File: config.mk
export PLATFORM = sky130hd
export DESIGN_NAME = fp_expansion_accumulator_core
export DESIGN_NICKNAME = d
export VERILOG_FILES = /design/src/fpe_pkg.sv /design/src/fpe_ram.sv /design/src/fpe_fadd.sv /design/src/fp_expansion_accumulator_core.sv
export VERILOG_INCLUDE_DIRS = /design/src /design/src/src
export SDC_FILE = /design/constraint.sdc
export NUM_CORES = 2
export LEC_CHECK = 0
export BUFFER_PORTS_ARGS = -buffer_cell sky130_fd_sc_hd__buf_2
export CAP_MARGIN = 40
export CORE_ASPECT_RATIO = 0.5
export CORE_UTILIZATION = 57
export CTS_CLUSTER_DIAMETER = 30
export DETAILED_ROUTE_END_ITERATION = 16
export GPL_TIMING_DRIVEN = 0
export PLACE_DENSITY = 0.76
export SETUP_SLACK_MARGIN = 0.2
export SYNTH_ARGS = -nofsm -noshare
export SYNTH_HDL_FRONTEND = slang
export SYNTH_SLANG_ARGS = --single-unit
File: constraint.sdc
create_clock -name clk -period 9.7 [get_ports clk]
set_input_delay 1.455 -clock clk [delete_from_list [all_inputs] [get_ports clk]]
set_output_delay 1.455 -clock clk [all_outputs]
set_load 0.05 [all_outputs]
File: src/assert_macros.svh
// ----------------------------------------------------------------------------
// assertion macros
// shared concurrent assertion helpers for the rtl
// ----------------------------------------------------------------------------
`ifndef ASSERT_MACROS_SVH
`define ASSERT_MACROS_SVH
`ifndef SYNTH
`define ASSERT_PROP(lbl, clk, rst_n, prop) \
    lbl: assert property (@(posedge clk) disable iff (!rst_n) prop) \
        else $error("assertion failed");
`define ASSERT_NEVER(lbl, clk, rst_n, cond) \
    lbl: assert property (@(posedge clk) disable iff (!rst_n) !(cond)) \
        else $error("forbidden condition");
`else
`define ASSERT_PROP(lbl, clk, rst_n, prop)
`define ASSERT_NEVER(lbl, clk, rst_n, cond)
`endif
`endif

File: src/fpe_pkg.sv
// ----------------------------------------------------------------------------
// fpe_pkg
// shared types and constants of the expansion accumulator
// ----------------------------------------------------------------------------
`default_nettype none

package fpe_pkg;

    typedef logic [63:0] double_t;

    localparam int INDEX_W = 4;

    localparam logic [1:0] FUNC_ACC    = 2'd0;
    localparam logic [1:0] FUNC_READ   = 2'd1;
    localparam logic [1:0] FUNC_CLEAR  = 2'd2;
    localparam logic [1:0] FUNC_UNUSED = 2'd3;

    localparam double_t DEFAULT_NAN = 64'hFFF8_0000_0000_0000;
    localparam double_t QUIET_BIT   = 64'h0008_0000_0000_0000;

endpackage

`default_nettype wire

File: src/fpe_ram.sv
// ----------------------------------------------------------------------------
// fpe_ram
// single port write, single port read ram with registered read data
// ----------------------------------------------------------------------------
`default_nettype none

module fpe_ram #(
    parameter int WIDTH = 64,
    parameter int DEPTH = 8
) (
    input  wire logic                     clk,
    input  wire logic                     we,
    input  wire logic [$clog2(DEPTH)-1:0] waddr,
    input  wire logic [WIDTH-1:0]         wdata,
    input  wire logic                     re,
    input  wire logic [$clog2(DEPTH)-1:0] raddr,
    output      logic [WIDTH-1:0]         rdata
);

    logic [WIDTH-1:0] mem [DEPTH];

    always_ff @(posedge clk)
    begin
        if (we)
        begin
            mem[waddr] <= wdata;
        end
        if (re)
        begin
            rdata <= mem[raddr];
        end
    end

endmodule

`default_nettype wire

File: src/fpe_fadd.sv
// ----------------------------------------------------------------------------
// fpe_fadd
// four stage binary64 adder and subtracter, round to nearest even
// ----------------------------------------------------------------------------
`default_nettype none

module fpe_fadd (
    input  wire logic            clk,
    input  wire logic            rst_n,
    input  wire logic            start,
    input  wire logic            sub,
    input  wire fpe_pkg::double_t a,
    input  wire fpe_pkg::double_t b,
    output      logic            done,
    output      fpe_pkg::double_t y
);

    // stage 1: unpack, specials, swap, align
    logic        sa, sb, a_nan, b_nan, a_inf, b_inf, a_zero, b_zero, a_ge;
    logic [10:0] exa, exb, exx, exy, dexp;
    logic [52:0] ma, mb, mx, my;
    logic [55:0] my_ext, my_sh;
    logic        sx, sy, stk, spec;
    fpe_pkg::double_t spec_y;

    always_comb
    begin
        sa     = a[63];
        sb     = b[63] ^ sub;
        a_nan  = (a[62:52] == 11'h7FF) && (a[51:0] != 52'd0);
        b_nan  = (b[62:52] == 11'h7FF) && (b[51:0] != 52'd0);
        a_inf  = (a[62:52] == 11'h7FF) && (a[51:0] == 52'd0);
        b_inf  = (b[62:52] == 11'h7FF) && (b[51:0] == 52'd0);
        a_zero = (a[62:0] == 63'd0);
        b_zero = (b[62:0] == 63'd0);
        exa    = (a[62:52] == 11'd0) ? 11'd1 : a[62:52];
        exb    = (b[62:52] == 11'd0) ? 11'd1 : b[62:52];
        ma     = {(a[62:52] != 11'd0), a[51:0]};
        mb     = {(b[62:52] != 11'd0), b[51:0]};
        a_ge   = (a[62:0] >= b[62:0]);
        sx     = a_ge ? sa : sb;
        sy     = a_ge ? sb : sa;
        exx    = a_ge ? exa : exb;
        exy    = a_ge ? exb : exa;
        mx     = a_ge ? ma : mb;
        my     = a_ge ? mb : ma;
        dexp   = exx - exy;
        my_ext = {my, 3'b000};
        if (dexp >= 11'd56)
        begin
            my_sh = 56'd0;
            stk   = |my_ext;
        end
        else
        begin
            my_sh = my_ext >> dexp[5:0];
            stk   = |(my_ext & ~({56{1'b1}} << dexp[5:0]));
        end
        spec   = 1'b1;
        spec_y = 64'd0;
        if (a_nan)
        begin
            spec_y = a | fpe_pkg::QUIET_BIT;
        end
        else if (b_nan)
        begin
            spec_y = b | fpe_pkg::QUIET_BIT;
        end
        else if (a_inf && b_inf && (sa != sb))
        begin
            spec_y = fpe_pkg::DEFAULT_NAN;
        end
        else if (a_inf)
        begin
            spec_y = a;
        end
        else if (b_inf)
        begin
            spec_y = {sb, b[62:0]};
        end
        else if (a_zero && b_zero)
        begin
            spec_y = {(sa & sb), 63'd0};
        end
        else
        begin
            spec = 1'b0;
        end
    end

    logic             v1_reg, s1_sign_reg, s1_sub_reg, s1_spec_reg;
    logic [10:0]      s1_exp_reg;
    logic [55:0]      s1_mx_reg, s1_my_reg;
    fpe_pkg::double_t s1_spec_y_reg;

    always_ff @(posedge clk)
    begin
        s1_sign_reg   <= sx;
        s1_sub_reg    <= (sx != sy);
        s1_spec_reg   <= spec;
        s1_spec_y_reg <= spec_y;
        s1_exp_reg    <= exx;
        s1_mx_reg     <= {mx, 3'b000};
        s1_my_reg     <= {my_sh[55:1], my_sh[0] | stk};
    end

    // stage 2: add magnitudes
    logic             v2_reg, s2_sign_reg, s2_spec_reg;
    logic [10:0]      s2_exp_reg;
    logic [56:0]      s2_sum_reg;
    fpe_pkg::double_t s2_spec_y_reg;

    always_ff @(posedge clk)
    begin
        s2_sign_reg   <= s1_sign_reg;
        s2_spec_reg   <= s1_spec_reg;
        s2_spec_y_reg <= s1_spec_y_reg;
        s2_exp_reg    <= s1_exp_reg;
        s2_sum_reg    <= s1_sub_reg ? ({1'b0, s1_mx_reg} - {1'b0, s1_my_reg})
                                    : ({1'b0, s1_mx_reg} + {1'b0, s1_my_reg});
    end

    // stage 3: normalize
    logic [5:0]  lz;
    logic [11:0] exp_m1, nsh;
    logic [55:0] nv;
    logic [11:0] nexp;

    always_comb
    begin
        lz = 6'd56;
        for (int i = 0; i < 56; i++)
        begin
            if (s2_sum_reg[i])
            begin
                lz = 6'(55 - i);
            end
        end
        exp_m1 = {1'b0, s2_exp_reg} - 12'd1;
        nsh    = (exp_m1 < {6'd0, lz}) ? exp_m1 : {6'd0, lz};
        if (s2_sum_reg[56])
        begin
            nv   = {s2_sum_reg[56:2], s2_sum_reg[1] | s2_sum_reg[0]};
            nexp = {1'b0, s2_exp_reg} + 12'd1;
        end
        else
        begin
            nv   = s2_sum_reg[55:0] << nsh[5:0];
            nexp = {1'b0, s2_exp_reg} - nsh;
        end
    end

    logic             v3_reg, s3_sign_reg, s3_spec_reg, s3_zero_reg;
    logic [11:0]      s3_exp_reg;
    logic [55:0]      s3_v_reg;
    fpe_pkg::double_t s3_spec_y_reg;

    always_ff @(posedge clk)
    begin
        s3_sign_reg   <= s2_sign_reg;
        s3_spec_reg   <= s2_spec_reg;
        s3_spec_y_reg <= s2_spec_y_reg;
        s3_zero_reg   <= (s2_sum_reg == 57'd0);
        s3_exp_reg    <= nexp;
        s3_v_reg      <= nv;
    end

    // stage 4: round and pack
    logic             up;
    logic [53:0]      mr;
    logic [52:0]      mf;
    logic [11:0]      ef;
    fpe_pkg::double_t y_next;

    always_comb
    begin
        up = s3_v_reg[2] & (s3_v_reg[1] | s3_v_reg[0] | s3_v_reg[3]);
        mr = {1'b0, s3_v_reg[55:3]} + {53'd0, up};
        if (mr[53])
        begin
            mf = mr[53:1];
            ef = s3_exp_reg + 12'd1;
        end
        else
        begin
            mf = mr[52:0];
            ef = s3_exp_reg;
        end
        if (s3_spec_reg)
        begin
            y_next = s3_spec_y_reg;
        end
        else if (s3_zero_reg)
        begin
            y_next = 64'd0;
        end
        else if (ef >= 12'd2047)
        begin
            y_next = {s3_sign_reg, 11'h7FF, 52'd0};
        end
        else
        begin
            y_next = {s3_sign_reg, (mf[52] ? ef[10:0] : 11'd0), mf[51:0]};
        end
    end

    logic v4_reg;

    always_ff @(posedge clk)
    begin
        y <= y_next;
    end

    always_ff @(posedge clk or negedge rst_n)
    begin
        if (!rst_n)
        begin
            v1_reg <= 1'b0;
            v2_reg <= 1'b0;
            v3_reg <= 1'b0;
            v4_reg <= 1'b0;
        end
        else
        begin
            v1_reg <= start;
            v2_reg <= v1_reg;
            v3_reg <= v2_reg;
            v4_reg <= v3_reg;
        end
    end

    assign done = v4_reg;

endmodule

`default_nettype wire

File: src/fp_expansion_accumulator_core.sv
// Keeps an expansion of EXPANSION_WORDS binary64 words in a small ram and
// folds each accumulate request through it with an exact TwoSum. A TwoSum
// is six dependent additions through one four stage adder; each word walked
// is read from the ram, summed with the carry and written back. A readout
// steps through every word, and clear and skipped requests stay in idle.
// ----------------------------------------------------------------------------
// fp_expansion_accumulator_core
// floating-point expansion accumulator, twosum walk over ram-held words
// ----------------------------------------------------------------------------
`default_nettype none

`include "assert_macros.svh"

module fp_expansion_accumulator_core #(
    parameter int EXPANSION_WORDS = 8
) (
    input  wire logic             clk,
    input  wire logic             rst_n,
    input  wire logic             in_valid,
    output      logic             in_ready,
    input  wire logic [1:0]       func,
    input  wire logic [63:0]      term,
    input  wire logic             ends_incoming,
    output      logic             out_valid,
    input  wire logic             out_ready,
    output      logic [63:0]      word,
    output      logic [3:0]       word_index,
    output      logic             last_word
);

    localparam int IW   = $clog2(EXPANSION_WORDS);
    localparam int IdxW = fpe_pkg::INDEX_W;

    localparam logic [2:0] S_IDLE     = 3'd0;
    localparam logic [2:0] S_ACC_RD   = 3'd1;
    localparam logic [2:0] S_ACC_WAIT = 3'd2;
    localparam logic [2:0] S_TS_ISSUE = 3'd3;
    localparam logic [2:0] S_TS_WAIT  = 3'd4;
    localparam logic [2:0] S_ACC_WR   = 3'd5;
    localparam logic [2:0] S_RD_RD    = 3'd6;
    localparam logic [2:0] S_RD_WAIT  = 3'd7;

    // twosum steps
    localparam logic [2:0] OP_R   = 3'd0;
    localparam logic [2:0] OP_Z   = 3'd1;
    localparam logic [2:0] OP_T   = 3'd2;
    localparam logic [2:0] OP_EA  = 3'd3;
    localparam logic [2:0] OP_EB  = 3'd4;
    localparam logic [2:0] OP_ERR = 3'd5;

    logic [2:0]           state_reg, state_next;
    logic [2:0]           op_reg;
    logic [IW-1:0]        idx_reg;
    logic                 skip_reg;
    logic [EXPANSION_WORDS-1:0] vld_reg;
    logic                 rd_vld_reg;
    logic                 out_valid_reg;
    fpe_pkg::double_t     word_reg, carry_reg, r_reg, z_reg, t_reg, ea_reg, eb_reg;
    fpe_pkg::double_t     wout_reg;
    logic [3:0]           widx_reg;
    logic                 wlast_reg;

    logic                 in_acc;
    logic                 is_last;
    logic                 ram_we, ram_re;
    fpe_pkg::double_t     ram_rdata, rd_word;
    logic                 add_start, add_sub, add_done;
    fpe_pkg::double_t     add_a, add_b, add_y;
    logic                 out_load;

    assign in_ready  = (state_reg == S_IDLE);
    assign in_acc    = in_valid && in_ready;
    assign is_last   = (idx_reg == IW'(EXPANSION_WORDS - 1));
    assign ram_we    = (state_reg == S_ACC_WR);
    assign ram_re    = (state_reg == S_ACC_RD) || (state_reg == S_RD_RD);
    assign rd_word   = rd_vld_reg ? ram_rdata : 64'd0;
    assign add_start = (state_reg == S_TS_ISSUE);
    assign out_load  = (state_reg == S_RD_WAIT) && (!out_valid_reg || out_ready);

    fpe_ram #(
        .WIDTH (64),
        .DEPTH (EXPANSION_WORDS)
    ) u_ram (
        .clk   (clk),
        .we    (ram_we),
        .waddr (idx_reg),
        .wdata (r_reg),
        .re    (ram_re),
        .raddr (idx_reg),
        .rdata (ram_rdata)
    );

    always_comb
    begin
        add_a   = word_reg;
        add_b   = carry_reg;
        add_sub = 1'b0;
        case (op_reg)
            OP_R:
            begin
                add_a = word_reg;
                add_b = carry_reg;
            end
            OP_Z:
            begin
                add_a   = r_reg;
                add_b   = word_reg;
                add_sub = 1'b1;
            end
            OP_T:
            begin
                add_a   = r_reg;
                add_b   = z_reg;
                add_sub = 1'b1;
            end
            OP_EA:
            begin
                add_a   = word_reg;
                add_b   = t_reg;
                add_sub = 1'b1;
            end
            OP_EB:
            begin
                add_a   = carry_reg;
                add_b   = z_reg;
                add_sub = 1'b1;
            end
            OP_ERR:
            begin
                add_a = ea_reg;
                add_b = eb_reg;
            end
            default:
            begin
                add_a = word_reg;
            end
        endcase
    end

    fpe_fadd u_fadd (
        .clk   (clk),
        .rst_n (rst_n),
        .start (add_start),
        .sub   (add_sub),
        .a     (add_a),
        .b     (add_b),
        .done  (add_done),
        .y     (add_y)
    );

    always_comb
    begin
        state_next = state_reg;
        case (state_reg)
            S_IDLE:
            begin
                if (in_acc && (func == fpe_pkg::FUNC_ACC) && !skip_reg
                    && (term[62:0] != 63'd0))
                begin
                    state_next = S_ACC_RD;
                end
                else if (in_acc && (func == fpe_pkg::FUNC_READ))
                begin
                    state_next = S_RD_RD;
                end
            end
            S_ACC_RD:   state_next = S_ACC_WAIT;
            S_ACC_WAIT: state_next = S_TS_ISSUE;
            S_TS_ISSUE: state_next = S_TS_WAIT;
            S_TS_WAIT:
            begin
                if (add_done)
                begin
                    state_next = (op_reg == OP_ERR) ? S_ACC_WR : S_TS_ISSUE;
                end
            end
            S_ACC_WR:
            begin
                state_next = ((carry_reg[62:0] == 63'd0) || is_last) ? S_IDLE : S_ACC_RD;
            end
            S_RD_RD:    state_next = S_RD_WAIT;
            S_RD_WAIT:
            begin
                if (out_load)
                begin
                    state_next = is_last ? S_IDLE : S_RD_RD;
                end
            end
            default:    state_next = S_IDLE;
        endcase
    end

    always_ff @(posedge clk or negedge rst_n)
    begin
        if (!rst_n)
        begin
            state_reg     <= S_IDLE;
            op_reg        <= OP_R;
            idx_reg       <= '0;
            skip_reg      <= 1'b0;
            vld_reg       <= '0;
            rd_vld_reg    <= 1'b0;
            out_valid_reg <= 1'b0;
        end
        else
        begin
            state_reg <= state_next;
            if (in_acc)
            begin
                idx_reg <= '0;
                case (func)
                    fpe_pkg::FUNC_ACC:
                    begin
                        if (skip_reg)
                        begin
                            skip_reg <= !ends_incoming;
                        end
                        else if ((term[62:0] == 63'd0) && !ends_incoming)
                        begin
                            skip_reg <= 1'b1;
                        end
                    end
                    fpe_pkg::FUNC_CLEAR:
                    begin
                        skip_reg <= 1'b0;
                        vld_reg  <= '0;
                    end
                    default:
                    begin
                        skip_reg <= skip_reg;
                    end
                endcase
            end
            if (ram_re)
            begin
                rd_vld_reg <= vld_reg[idx_reg];
            end
            if (state_reg == S_ACC_WAIT)
            begin
                op_reg <= OP_R;
            end
            else if ((state_reg == S_TS_WAIT) && add_done)
            begin
                op_reg <= op_reg + 3'd1;
            end
            if (ram_we)
            begin
                vld_reg[idx_reg] <= 1'b1;
                if (!is_last)
                begin
                    idx_reg <= idx_reg + IW'(1);
                end
            end
            if (out_load)
            begin
                out_valid_reg <= 1'b1;
                if (!is_last)
                begin
                    idx_reg <= idx_reg + IW'(1);
                end
            end
            else if (out_ready)
            begin
                out_valid_reg <= 1'b0;
            end
        end
    end

    always_ff @(posedge clk)
    begin
        if (in_acc)
        begin
            carry_reg <= term;
        end
        if (state_reg == S_ACC_WAIT)
        begin
            word_reg <= rd_word;
        end
        if ((state_reg == S_TS_WAIT) && add_done)
        begin
            case (op_reg)
                OP_R:    r_reg     <= add_y;
                OP_Z:    z_reg     <= add_y;
                OP_T:    t_reg     <= add_y;
                OP_EA:   ea_reg    <= add_y;
                OP_EB:   eb_reg    <= add_y;
                OP_ERR:  carry_reg <= add_y;
                default: r_reg     <= r_reg;
            endcase
        end
        if (out_load)
        begin
            wout_reg  <= rd_word;
            widx_reg  <= IdxW'(idx_reg);
            wlast_reg <= is_last;
        end
    end

    assign out_valid  = out_valid_reg;
    assign word       = wout_reg;
    assign word_index = widx_reg;
    assign last_word  = wlast_reg;

    `ASSERT_PROP(a_out_from_readout, clk, rst_n,
        $rose(out_valid_reg) |-> $past(state_reg) == S_RD_WAIT)
    `ASSERT_NEVER(a_no_write_while_skipping, clk, rst_n, ram_we && skip_reg)
    `ASSERT_PROP(a_adder_idle_when_ready, clk, rst_n,
        in_ready |-> !add_done && !add_start)

endmodule

`default_nettype wire
== Word-level counts from Yosys, hierarchy flattened ==
Memories as Yosys holds them, arrays and structs flattened. A register that Yosys moved wholly into a read port is not among the register bits.
Index checks and enable logic that the tools add are counted.
Word-level totals
  register bits: 1060
  memory bits (writable): 512
  input port bits: 71
  output and inout bits: 71
  word-level logic and storage cells: 270
  memories kept: 1
Memories
  u_ram.mem: words 8, width 64, rd ports 1, clocked after Yosys merged registers in 1, write ports 1, line fpe_ram.sv:20  | logic [WIDTH-1:0] mem [DEPTH];
Cells by class
  add/subtract/negate cells: 10
  order comparisons: 6
  equality and inequality tests: 22
  shift operators: 3
  mux-type cells: 119
  bitwise operators: 10
  reduce and logical (&&, ||, !) cells: 56
Operators by type and width (count)
  $mux W64: 12
  $pmux W64 S4: 1
  $logic_not A63 Y1: 4
  $mux W6: 32
  $pmux W64 S3: 1
  $mux W53: 3
  $logic_not A52 Y1: 2
  $reduce_bool A52 Y1: 2
  $mux W5: 16
  $ge A63 B63 Y1: 1
  $mux W63: 1
  $reduce_bool A63 Y1: 1
  $add A56 B56 Y57: 1
  $logic_not A57 Y1: 1
  $mux W57: 1
  $sub A56 B56 Y57: 1
  $and A56 B56 Y56: 1
  $not A56 Y56: 1
  $reduce_or A56 Y1: 1
  $shl A56 B6 Y56: 1
  $shl A56 B6 Y56 const A: 1
  $shr A56 B6 Y56: 1
  $mux W11: 5
  $mux W55: 1
  50 further kinds: 134

== Logic depth before layout (Yosys ltp) ==
  depth in word-level cells: 60
  depth in mapped cells: 43

== Modules after synthesis ==
A second synthesis with hierarchy kept.
Unflattened totals
  cell total of the unflattened synthesis: 6234
  area, all modules: 75393.6 um^2
By module, submodules not included
  fpe_fadd: instances 1, cells an instance 3780, area an instance 32077.0 um^2, seq. area each 10510.1 um^2
  fp_expansion_accumulator_core: instances 1, cells an instance 1638, area an instance 22128.7 um^2, seq. area each 15354.7 um^2
  fpe_ram: instances 1, cells an instance 816, area an instance 21187.8 um^2, seq. area each 17296.6 um^2

== Worst setup path after synthesis ==
Ideal clock, no wire load.
  path type: register to register
  start point: register op_reg[1]
  end point: register u_fadd.s1_my_reg[0]
  setup time: 0.123 ns
  data arrival time: 8.951 ns
  required time: 9.577 ns
  setup slack: 0.626 ns
  stages on the path, launching flop included: 41
  path buffers: 13
  clock period less this slack: 9.074 ns
  path through: dfrtp_1 clkbuf_1 inv_1 ha_1 buf_2 mux2_4 or3_1 buf_2 buf_2 buf_4 buf_2 o21ai_1 ha_1 a21o_1 a221o_1 a2111oi_4 o311ai_2 nor2_2 (+5 left out) buf_1 clkbuf_1 a21oi_1 ha_1 a211oi_1 or2_2 xor2_1 clkbuf_1 nand2_1 nor2_1 o22ai_1 a2bb2oi_1 nor2_1 or4_1 a2111oi_2 nand3_1 and4b_1 o21ai_1
Between the ends
  longest elaborated chain between the ends: 13
  elaborated cells on any way between the ends: 30
Ends and longest elaborated chain
  start: declaration: line fp_expansion_accumulator_core.sv:52  | logic [2:0] op_reg;
  start signal: assignment: line fp_expansion_accumulator_core.sv:244  | op_reg <= op_reg + 3'd1;
  parallel branches: the longest is 12 deep, another holds $ge A63 B63 Y1
  $or A1 B1 Y1 (*): line fpe_fadd.sv:104  | s1_my_reg <= {my_sh[55:1], my_sh[0] | stk};
  end signal: assignment: line fpe_fadd.sv:104
  end: declaration: line fpe_fadd.sv:93  | logic [55:0] s1_mx_reg, s1_my_reg;
Every way passes the cells marked *.
A chain may end at the register's enable or synchronous reset.

== Worst setup path after layout ==
  start point: register op_reg[2]
  end point: register u_fadd.s1_my_reg[18]
Between the ends
  longest elaborated chain between the ends: 8
  elaborated cells on any way between the ends: 22
Ends and longest elaborated chain
  parallel branches: the longest is 8 deep, another holds $ge A63 B63 Y1
Several ways; the timed one is not identified.

==> results.py <==
metrics = {
    "placement": {
        "gp_congestion": 1.10,
        "hpwl_um": 239000,
        "portBuffers": 140,
    },
    "cells_and_area": {
        "fin_nets": 7387,
        "area_delta_synth_final_pct": 16.1,
        "layout-drive-gt1-share": 0.157,
        "mostFrequentLayoutCells": "1028 x edfxtp_1, 624 x nand2_1, 584 x dfxtp_1, 516 x nor2_1, 325 x a22oi_1",
        "largest_register_ffs": 512,
        "final_common_cell": "edfxtp_1",
    },
    "synthesis": {
        "synthAdderAreaFrac": 0.0356,
        "synth_nets": 6855,
        "synth_seq_area_share": 0.578,
        "synth_warnings": 0,
        "synth-compound-area-share": 0.158,
        "async_reset_ff_frac": 0.0147,
        "syn_area_sq_um": 74700,
        "synth_top_family_by_area": "compound AO/OA/AOI/OAI gates",
        "syn_inst": 6573,
        "avgSynthCellArea_sq_um": 11.4,
        "ys_types": 105,
        "synth_edf_count": 1028,
        "synth_top_flop_cell": "edfxtp_1",
        "synthXorXnorAreaFrac": 0.0166,
        "yosys.area_share.simple": 0.114,
        "ys_ff_latch": 1636,
        "muxShareOfSynthArea": 0.0627,
    },
    "global_route": {
        "overflow": 0,
        "grt_first_pass_wirelength_um": 435000,
        "grt_antenna_before_repair": 24,
        "grt_max_degree": 61,
        "grt_pass1_vias": 57500,
        "grt_use_total": 0.468,
    },
    "worst_setup_path": {
        "end_kind": "flip-flop",
        "path_max_fanout": 10,
        "cpMaxStageDelayCell": "a222oi_1",
        "start_kind": "flip-flop",
        "crit_arrival_ps": 10140,
        "cp_slowest_stage_delay_ps": 810,
        "crit_required_ps": 10290,
        "critical_path_class": "reg2reg",
        "cpMostUsedCell": "buf_4",
    },
    "clocking": {
        "clockBufferDepth": 3,
        "cts_tree": "done",
        "postCtsHoldBufs": 0,
        "cts_root_buf": "clkbuf_16",
        "cts-htree-levels": 4,
        "cts_sinks": 1636,
        "insertion_delay_ps": 850,
        "cts.clk_slew.worst_paths_ps": 70,
        "cts_buffers": 162,
    },
    "sta": {
        "fin_skew_ps": 99.5,
        "hold_viol_final": 0,
        "setup_viol": 0,
        "tns_ps": 0,
        "max_freq_mhz": 105,
        "layout_min_cycle_time_ps": 9550,
        "fin_crit_sh": 0.985,
        "rsz0062_at_grt": "yes",
        "tightestPinTransition_ps": 1050,
        "slew_viol_final": 0,
        "max_slew_margin": 0.295,
    },
    "floorplanning": {
        "die_w_um": 514,
        "die_h_um": 258,
        "core-area_sq_um": 129000,
        "rows": 93,
        "pin_count": 142,
        "initial_utilization": 0.577,
        "dieArea_sq_um": 133000,
    },
    "drt": {
        "viasPerCell": 6.99,
        "route.detailed.drc": 0,
        "wl_um": 318000,
        "drtIter0Drc": 11600,
        "wl_per_cell_um": 35.3,
        "ant_nets": 0,
        "drt_pass1_iterations": 10,
        "vias": 63000,
    },
    "job": {
        "drv_cap": 0,
    },
    "min_path": {
        "min-delay-path-class": "reg2reg",
    },
    "status": {
        "status": "completed",
    },
}
-- worst paths after layout --
kind,end,cells past startpoint,slack [ps],start
hold / removal,u_fadd.s2_spec_y_reg[35]$_DFF_P_,0,250,u_fadd.s1_spec_y_reg[35]$_DFF_P_
hold reg to reg,u_fadd.s2_spec_y_reg[35]$_DFF_P_,0,250,u_fadd.s1_spec_y_reg[35]$_DFF_P_
min in group asynchronous,vld_reg[6]$_DFF_PN0_,1,710,rst_n
max in group asynchronous,op_reg[0]$_DFFE_PN0P_,1,8380,rst_n
setup reg to reg,u_fadd.s1_my_reg[18]$_SDFF_PN0_,34,150,op_reg[2]$_DFFE_PN0P_
setup / recovery,u_fadd.s1_my_reg[18]$_SDFF_PN0_,34,150,op_reg[2]$_DFFE_PN0P_
-- worst max-delay path, delay by kind of cell (launching register included) --
kind / cells / cell delay [ps]
flops: 1 / 450
compound gates: 9 / 3100
simple gates: 2 / 180
buf+inv: 15 / 3010
fa+ha+maj: 4 / 1100
xor+xnor: 1 / 390
mux: 3 / 1020
-- cell families (layout without fill, tap and decap cells) --
group,after synthesis,count (layout)
flops,1636,1636
fa+ha+maj,211,211
xor+xnor,140,140
compound gates,1713,1713
buf+inv,640,1305
simple gates,1831,1831
other cells,1,7
mux,401,401
-- routing by layer --
layer | GRT usage | vias to the layer above | wire length, um
met1 | 0.636 | 30300 | 119000
met2 | 0.649 | 5551 | 127000
met4 | 0.257 | 20 | 21600
met5 | 0 | - | 186
li1 | - | 25900 | -
met3 | 0.168 | 1126 | 50200
-- what timing repair did --
action,in CTS,in global routing
endpoints found under the setup margin,65,54
pin swaps,26,25
gates resized for setup,197,131
setup buffers,28,22
-- per-stage QoR --
stage	cell area [sq um]	hold slack [ps]	utilization	std cells	setup WS, ps
after floorplan	74700	310	-	6573	626
after global placement	77600	310	0.600	8470	-5710
after detailed placement	79500	312	0.614	8640	-4140
after CTS	86100	255	0.665	8965	192
after global routing	86700	280	0.670	8995	63.4
final	86700	251	0.670	9001	147
-- synth_stat cells (22+ instances only) --
cell	number	area (sq um)
edfxtp_1	1028	30900
nand2_1	626	2350
dfxtp_1	584	11700
nor2_1	519	1950
a22oi_1	325	2440
a21oi_1	297	1490
o21ai_0	254	1270
clkbuf_1	252	946
mux2i_1	244	2440
inv_1	230	863
ha_1	208	2600
nand4_1	127	795
mux2_2	111	1250
and2_1	104	651
a31oi_1	96	601
nand3_1	96	480
o22ai_1	90	563
nor3_1	89	445
o21ai_1	85	425
xnor2_1	81	709
nor4_1	76	475
buf_2	64	320
xor2_1	58	508
buf_1	54	203
a222oi_1	50	500
a221oi_1	48	420
a22o_1	47	412
and3_1	47	294
a211oi_1	44	330
a21o_1	42	315
mux4_2	42	946
o21a_1	38	285
nand2b_1	37	231
o221ai_1	30	263
o21bai_1	27	203
o211ai_1	25	188
a221o_1	24	240
dfrtp_1	24	601
buf_4	23	173
and4_1	22	193
-- final cells by class --
type | count | area [sq um]
sequential | 1636 | 43200
fill | 9712 | 42700
multi-input combinational | 4297 | 29700
clock buffer | 187 | 4300
timing repair buffer | 368 | 2950
tap | 1757 | 2200
buffer | 404 | 2100
clock inverter | 110 | 1410
inverter | 236 | 905
antenna | 6 | 15.0
Power is left out: the tool's default activity adds up to more than one toggle a clock period on the data nets, which glitch-free logic cannot reach.
